===== src/sv/rmrct_pkg.sv =====
`default_nettype none
// ----------------------------------------------------------------------------
// rmrct_pkg
// Shared types, constants and the raised-cosine edge table for the
// rectangular mask with a tapered edge.
// ----------------------------------------------------------------------------
package rmrct_pkg;

  localparam int COORD_BITS = 10;
  localparam int TBL_BITS   = 8;
  localparam int REG_BITS   = 14;
  localparam int ROM_SIZE   = (1 << TBL_BITS) + 1;
  localparam int Q_BITS     = TBL_BITS + 1;
  localparam int NUM_BITS   = REG_BITS + TBL_BITS + 1;
  localparam int M_BITS     = 17;
  localparam int CFG_IDX_BITS = 4;

  localparam logic [M_BITS-1:0] Q15_ONE = M_BITS'(32768);

  typedef enum logic [CFG_IDX_BITS-1:0] {
    CFG_CENTER_X = 4'd0,
    CFG_CENTER_Y = 4'd1,
    CFG_CENTER_Z = 4'd2,
    CFG_HALF_X   = 4'd3,
    CFG_HALF_Y   = 4'd4,
    CFG_HALF_Z   = 4'd5,
    CFG_TAPER    = 4'd6,
    CFG_INVERT   = 4'd7
  } cfg_idx_t;

  typedef logic [15:0] rom_t [0:ROM_SIZE-1];

  // Side information that travels with each item down the pipeline.
  typedef struct packed {
    logic        valid;
    logic [15:0] re;
    logic [15:0] im;
    logic        hard;
    logic        in_box;
    logic        beyond;
    logic [2:0]  over;
  } side_t;

  // Shift by a power of two that rounds toward zero like a signed division.
  function automatic longint shr_trunc(longint n, int k);
    return (n < 0) ? -((-n) >>> k) : (n >>> k);
  endfunction

  // Division rounding toward zero by long division; the magnitudes stay
  // below 2^40 while the table is built.
  function automatic longint div_trunc(longint n, longint d);
    logic [39:0] un, ud, q, rm;
    logic        neg;
    neg = (n < 0) != (d < 0);
    un  = (n < 0) ? 40'(-n) : 40'(n);
    ud  = (d < 0) ? 40'(-d) : 40'(d);
    q   = '0;
    rm  = '0;
    for (int b = 39; b >= 0; b--) begin
      rm = {rm[38:0], un[b]};
      if (rm >= ud) begin
        rm   = rm - ud;
        q[b] = 1'b1;
      end
    end
    return neg ? -longint'({24'd0, q}) : longint'({24'd0, q});
  endfunction

  // cos^2 table built from a truncated Taylor series in Q30.
  function automatic rom_t build_rom();
    rom_t   r;
    longint a;
    longint a2;
    longint term;
    longint sum;
    for (int i = 0; i < ROM_SIZE; i++) begin
      a    = shr_trunc(64'sd1686629713 * longint'(i), TBL_BITS);
      a2   = shr_trunc(a * a, 30);
      term = 64'sd1 <<< 30;
      sum  = term;
      for (int n = 1; n <= 9; n++) begin
        term = -shr_trunc(term * a2, 30);
        term = div_trunc(term, longint'((2 * n - 1) * (2 * n)));
        sum  = sum + term;
      end
      if (sum < 0) sum = 0;
      if (sum > (64'sd1 <<< 30)) sum = 64'sd1 <<< 30;
      r[i] = 16'((sum * sum + (64'sd1 <<< 44)) >>> 45);
    end
    return r;
  endfunction

  localparam rom_t EDGE_ROM = build_rom();

endpackage
`default_nettype wire


===== src/sv/rmrct_div.sv =====
`default_nettype none
// ----------------------------------------------------------------------------
// rmrct_div
// Pipelined restoring divider, one quotient bit per stage, for the edge
// table index of one axis.
// ----------------------------------------------------------------------------
module rmrct_div
  import rmrct_pkg::*;
(
  input  wire logic                clk,
  input  wire logic [REG_BITS-1:0] tw,
  input  wire logic [NUM_BITS-1:0] num,
  output logic      [Q_BITS-1:0]   quo
);

  logic [NUM_BITS-1:0] rem [0:Q_BITS];
  logic [Q_BITS-1:0]   qr  [0:Q_BITS];

  assign rem[0] = num;
  assign qr[0]  = '0;

  for (genvar j = 0; j < Q_BITS; j++) begin : g_stage
    logic [NUM_BITS-1:0] dv;
    logic                ge;
    assign dv = NUM_BITS'(tw) << (Q_BITS - 1 - j);
    assign ge = rem[j] >= dv;
    always_ff @(posedge clk) begin
      rem[j+1] <= ge ? rem[j] - dv : rem[j];
      qr[j+1]  <= qr[j] | (ge ? (Q_BITS'(1) << (Q_BITS - 1 - j)) : '0);
    end
  end

  assign quo = qr[Q_BITS];

endmodule
`default_nettype wire


===== config.mk =====
export PLATFORM = sky130hd
export DESIGN_NAME = rmrct_div
export DESIGN_NICKNAME = d
export VERILOG_FILES = /design/src/sv/rmrct_pkg.sv /design/src/sv/rmrct_div.sv
export SDC_FILE = /design/constraint.sdc
export NUM_CORES = 1
export LEC_CHECK = 0
export ABC_CLOCK_PERIOD_IN_PS = 2800
export BUFFER_PORTS_ARGS = -buffer_cell sky130_fd_sc_hd__buf_4
export CORE_MARGIN = 3
export CORE_UTILIZATION = 57
export DETAILED_ROUTE_END_ITERATION = 12
export GPL_TIMING_DRIVEN = 0
export PLACE_DENSITY = 0.79
export SKIP_LAST_GASP = 1
export SLEW_MARGIN = 20
export SYNTH_ARGS = -nofsm -noshare
export SYNTH_HDL_FRONTEND = slang
export SYNTH_SLANG_ARGS = --single-unit

===== constraint.sdc =====
create_clock -name clk -period 2.8 [get_ports clk]
set_input_delay 0.28 -clock clk [delete_from_list [all_inputs] [get_ports clk]]
set_output_delay 0.28 -clock clk [all_outputs]
set_load 0.02 [all_outputs]

; ---- After elaboration in Yosys (flattened, before gate mapping)
; Index checks and enable logic that the tools add are counted.
[totals]
regBits = 265
word_cells = 59
output_inout_bits = 9
[classes]
muxes = 17
n_addsub = 8
bitwise_logic = 8
n_lt_le_gt_ge = 9
[ops]
columns = op, count
row1 = $mux 23, 8
row2 = $ge 23x14->1, 1
row3 = $ge 23x15->1, 1
row4 = $ge 23x16->1, 1
row5 = $ge 23x17->1, 1
row6 = $ge 23x18->1, 1
row7 = $ge 23x19->1, 1
row8 = $ge 23x20->1, 1
row9 = $ge 23x21->1, 1
row10 = $ge 23x22->1, 1
row11 = $sub 23x15->23, 1
row12 = $sub 23x16->23, 1
row13 = $sub 23x17->23, 1
row14 = $sub 23x18->23, 1
row15 = $sub 23x19->23, 1
row16 = $sub 23x20->23, 1
row17 = $sub 23x21->23, 1
row18 = $sub 23x22->23, 1
row19 = $mux 9, 1
row20 = $or 9x2->9, 1
row21 = $or 9x3->9, 1
row22 = $or 9x4->9, 1
row23 = $or 9x5->9, 1
row24 = $or 9x6->9, 1
row25 = other kinds (11), 11

; ---- Depth between registers and ports, before layout
[depth]
ltp_word = 3
ltp_mapped = 12

; ---- Worst setup path before layout
; Ideal clock, no wire load.
[synth_path]
path_kind = in2reg
startpoint = input port tw[13]
endpoint = register rem[152] (netlist name)
arrival_time_ns = 2.776
path_buffers = 4
required_ns = 2.679
cell_stages = 12
slack_ns = -0.097
path_cell_list = inv_1 -> ha_1 -> buf_6 -> a2111o_1 -> nor2_1 -> o21a_2 -> or4b_1 -> buf_2 -> and2_4 -> buf_6 -> buf_8 -> mux2_4
[synth_between]
elab_chain_cells = 2
[synth_rtl]
columns = item, line_no
row1 = "start, declared", rmrct_div.sv:11  ; input wire logic [REG_BITS-1:0] tw,
row2 = $ge 23x20->1, rmrct_div.sv:26  ; assign ge = rem[j] >= dv;
row3 = named net g_stage[2].ge, rmrct_div.sv:24  ; logic ge;
row4 = $mux 23, rmrct_div.sv:28  ; rem[j+1] <= ge ? rem[j] - dv : rem[j];
row5 = "end signal, assigned by index", rmrct_div.sv:28
row6 = "end, declared", rmrct_div.sv:16  ; logic [NUM_BITS-1:0] rem [0:Q_BITS];
; The timed path passes the listed nets, and every way through them passes these cells.

; ---- Worst setup path in the final report
[layout_path]
startpoint = register rem[173] (netlist name)
endpoint = register rem[154] (netlist name)
[layout_between]
elab_chain_cells = 2
word_cells_on_any_way = 3
cone_classes = add/sub (1) / order compare (1) / mux (1)
[layout_rtl]
columns = item, line_no
row1 = $ge 23x20->1, rmrct_div.sv:26
row2 = named net g_stage[2].ge, rmrct_div.sv:24
row3 = $mux 23, rmrct_div.sv:28
; The timed path passes the listed nets, and every way through them passes these cells.

==> impl_metrics.ini <==
[power]
power.share.sequential_pct = 30.5
p_int_mw = 10.65
static-leakage-power_nw = 6.442
switching_power_mw = 6.979
vdd_ir_drop_max_mv = 0.7766
power.share.switching_pct = 39.58
clock_power_share_pct = 18.7
pwrdens_nw_per_um2 = 1151
share_comb_of_total_power_pct = 50.8

[routing]
final_antenna_net_count = 0
vias_per_cell = 6.101
detailedRoute.firstPassIterationCount = 5
average_wire_length_per_cell_after_detail_routing_um = 18.91
drc = 0
route.final.wire_length_mm = 35.27
detailedRoute.firstIterationViolations = 827
detailroute.via_count = 11378

[cts]
cts_max_level = 1
clkLatencyLatePin_ns = 0.53
root_driver = clkbuf_16
worst_setup_hold_path_clk_slew_ns = 0.06
cts_inserted_buffers = 24
clock_tree.buffer_depth = 3
tritoncts = done
cts_num_sinks = 229

[logic_synthesis]
synth.yosys.warnings = 0
synth_compound_gate_area_share_pct = 19.52
synth_adder_area_share_pct = 13.22
synthDominantAreaCellType = dfxtp_1
cell_area_after_technology_mapping_um2 = 13140
synth_xor_xnor_area_share_pct = 6.865
post_synth_and_or_nand_nor_area_fraction_pct = 16.16
synth.distinct_cells = 73
synth_edf_count = 0
synth_seq_cells = 229
area_contributors_post_synth = dfxtp_1 (35%), ha_1 (12%), a21oi_1 (4.7%)
ys_seq_area_share_pct = 34.89
synth_top_family_by_area = compound AO/OA/AOI/OAI gates
share_of_flip_flops_with_an_asynchronous_set_or_reset_after_synthesis_pct = 0
synth_top_area_share_pct = 34.89
mappedNetlistNets = 1628
synth_ff_type = dfxtp_1
netlist_instances = 1456
syn-mean-instance-area_um2 = 9.025
synthMuxAreaShare_pct = 5.732

[setup_path]
worst-setup-path-type = register to register
arr_time_crit_path_ns = 3.14
worst_setup_path_endpoint = rem[154]$_DFF_P_
timing.critical_path.slowest_cell_delay_ns = 0.56
worst_path_max_delay_cell = or4b_4
critical_path.cell_chain = ha_2 > a21oi_4 > nand2_1 > a31o_2 > or4b_4 > and2_4 > buf_6 > buf_8 > mux2_4
critical_register_to_register_path_startpoint = rem[173]$_DFF_P_
critical_path_required_ns = 3.20
setup.worst_path.start_class = register
critical_path.startpoint = rem[173]$_DFF_P_
regToRegEndpoint = rem[154]$_DFF_P_
cp_max_fo = 10
r2r_cells = 9
end_kind = register
worst-r2r-setup-slack_ns = 0.06

[timing]
setup_viol_count_final = 0
worst_slew_margin_rel_pct = 54.88
tightest_slew_ns = 0.6663
worst_hold_slack_ns = 0.01920
layout_min_cycle_time_ns = 2.735
timing_max_transition_violations_final = 0
finalHoldViolCount = 0
timing.fmax_ghz = 0.3656
final_setup_slack_of_the_worst_path_ns = 0.06494
finalClockSkew_ns = 0.01511
layout_worst_path_cycle_share_pct = 97.68

[die]
initial_core_util_pct = 59.11
fp-row-count = 54
chip_width_um = 157.8
fp.coreArea_um2 = 22230
die_height_um = 157.8
design.portCount = 47
dieArea_um2 = 24910

[global_route]
groute.layer.met1.usage_pct = 33.45
grtUsageMet2_pct = 50.09
grt_overflow = 0
gr-max-usage-layer = met2
antenna_found_initial = 0
grt_pass1_vias = 11176
met3_global_route_usage_pct = 3.198
grt_first_pass_wirelength_mm = 55.91
grt.total_usage_pct = 27.93
grt_max_degree = 15

[final_layout]
post-route-cell-area_um2 = 15320
post_route_cells_drive_above_1_share_pct = 15.65
layout.filler_cells = 1676
finish.net_count = 1741
antenna-diode-count = 0
count_of_placed_standard_cells_in_the_final_layout_fillers_left_out = 1865
areaGrowthSynthToFinish_pct = 16.58

[status]
outcome = complete, no violations

[hold_path]
hold_class = input pin to register

[placed_design]
dp_worst_setup_slack_ns = -1.103
place.detailed.instances = 1782
port_buffers = 46
detailed_place_hpwl_mm = 24.93
dpl-instance-area_um2 = 13860
place.gp.congestion = 0.9009

[flow_run]
cap_violations = 0
[registers in the layout, summed over array words and instances (netlist names)]
register / count
qr: 36
quo: 9
rem: 184
[kinds of logic after synthesis]
kind of cell	Yosys count
fa+ha+maj	134
flops	229
mux	66
xor+xnor	103
compound gates	405
buf+inv	109
simple gates	410
[power by group through the flow]
stage	combinational, mW	sequential, mW	clock [mW]
floorplan	6.89	5.08	0
global placement	8.34	5.38	0
detailed placement	8.53	5.41	0
CTS	8.71	5.35	3.33
global route	9.92	5.48	3.46
finish	8.96	5.38	3.30
[Yosys cell counts (11+ instances only)]
cell type	instances
xor2_1	34
nand2_1	97
a21oi_1	124
dfxtp_1	229
and3_1	11
ha_1	126
o21a_1	22
nand2b_1	19
nor4_1	16
nand4_1	18
o21bai_1	14
a21o_1	37
o21ai_0	85
nor2b_1	18
nor2_1	88
a31oi_1	14
a211oi_1	20
o31ai_1	16
o211ai_1	23
nor3_1	35
xnor2_1	69
nand3_1	33
inv_1	59
mux2_2	50
clkbuf_1	32
[cell usage in the layout (no fill, tap or decap), types with 11 or more instances in the layout]
cell type	netlist	layout
nor2b_1	18	17
nor3_1	35	33
inv_1	59	50
nand2b_1	19	19
a31oi_1	14	13
nand2_1	97	96
buf_4	9	79
xnor2_1	69	69
dfxtp_1	229	228
nand4_1	18	18
mux2_2	50	50
clkbuf_1	32	21
nand3_1	33	33
dlygate4sd3_1	0	20
a21oi_1	124	120
nor2_1	88	87
o21a_1	22	21
clkinvlp_4	0	12
nor4_1	16	13
clkbuf_16	0	24
o21ai_0	85	83
a21o_1	37	37
and3_1	11	11
ha_1	126	124
a211oi_1	20	18
o21bai_1	14	14
xor2_1	34	34
o211ai_1	23	23
o31ai_1	16	16
[metrics by stage]
| step | utilization (%) | setup TNS [ns] | total power, mW |
|---|---|---|---|
| after floorplan | - | 0 | 11.98 |
| after global placement | 62.36 | -77.68 | 13.72 |
| after detailed placement | 62.36 | -82.72 | 13.94 |
| after CTS | 68.14 | -0.01503 | 17.39 |
| after global routing | 68.91 | -0.004783 | 18.86 |
| final | 68.91 | 0 | 17.63 |
[worst max-delay path: cells and delay by family (launching register included)]
family                   cells  cell delay (ns)
AND/OR/NAND/NOR              3             0.82
AO/OA/AOI/OAI                2             0.48
flip-flops                   1             0.38
adder cells (fa/ha/maj)      1             0.35
multiplexers                 1             0.31
buffers and inverters        2             0.28
[how the worst min path moves through the flow]
stage | from | end | depth (start not counted)
floorplan | num[0] | rem[184]$_DFF_P_ | 0
global placement | qr[41]$_DFF_P_ | qr[32]$_DFF_P_ | 0
detailed placement | qr[14]$_DFF_P_ | quo[5]$_DFF_P_ | 0
CTS | num[19] | rem[203]$_DFF_P_ | 2
global route | num[19] | rem[203]$_DFF_P_ | 2
finish | num[19] | rem[203]$_DFF_P_ | 2
[what timing repair did]
action / in CTS / in global routing
endpoints found under the setup margin: 77 / 69
endpoints found under the hold margin: 20 / 0
cloned: 0 / 0
setup buffers: 18 / 9
hold buffers: 20 / 0
pin swaps: 1 / 4
gates resized for setup: 27 / 28
[metal layers]
metal  vias to the layer above  routed length [µm]
met3                       101                1406
met1                      5381               14730
li1                       5564                   -
met5                         -                   0
met2                       332               17450
met4                         0                1679
[cell type report]
cell class | instances | area (µm²) | share of cell area, %
plain buffers | 43 | 250.2 | 1.634
clock buffers | 30 | 673.1 | 4.394
clock inverters | 12 | 153.9 | 1.005
inverters | 60 | 259.0 | 1.691
multi-input cells | 1118 | 8223 | 53.68
flip-flops and latches | 229 | 4586 | 29.94
well taps | 280 | 350.3 | 2.287
repair buffers | 93 | 823.3 | 5.375
(Power assumes the default switching activity.)
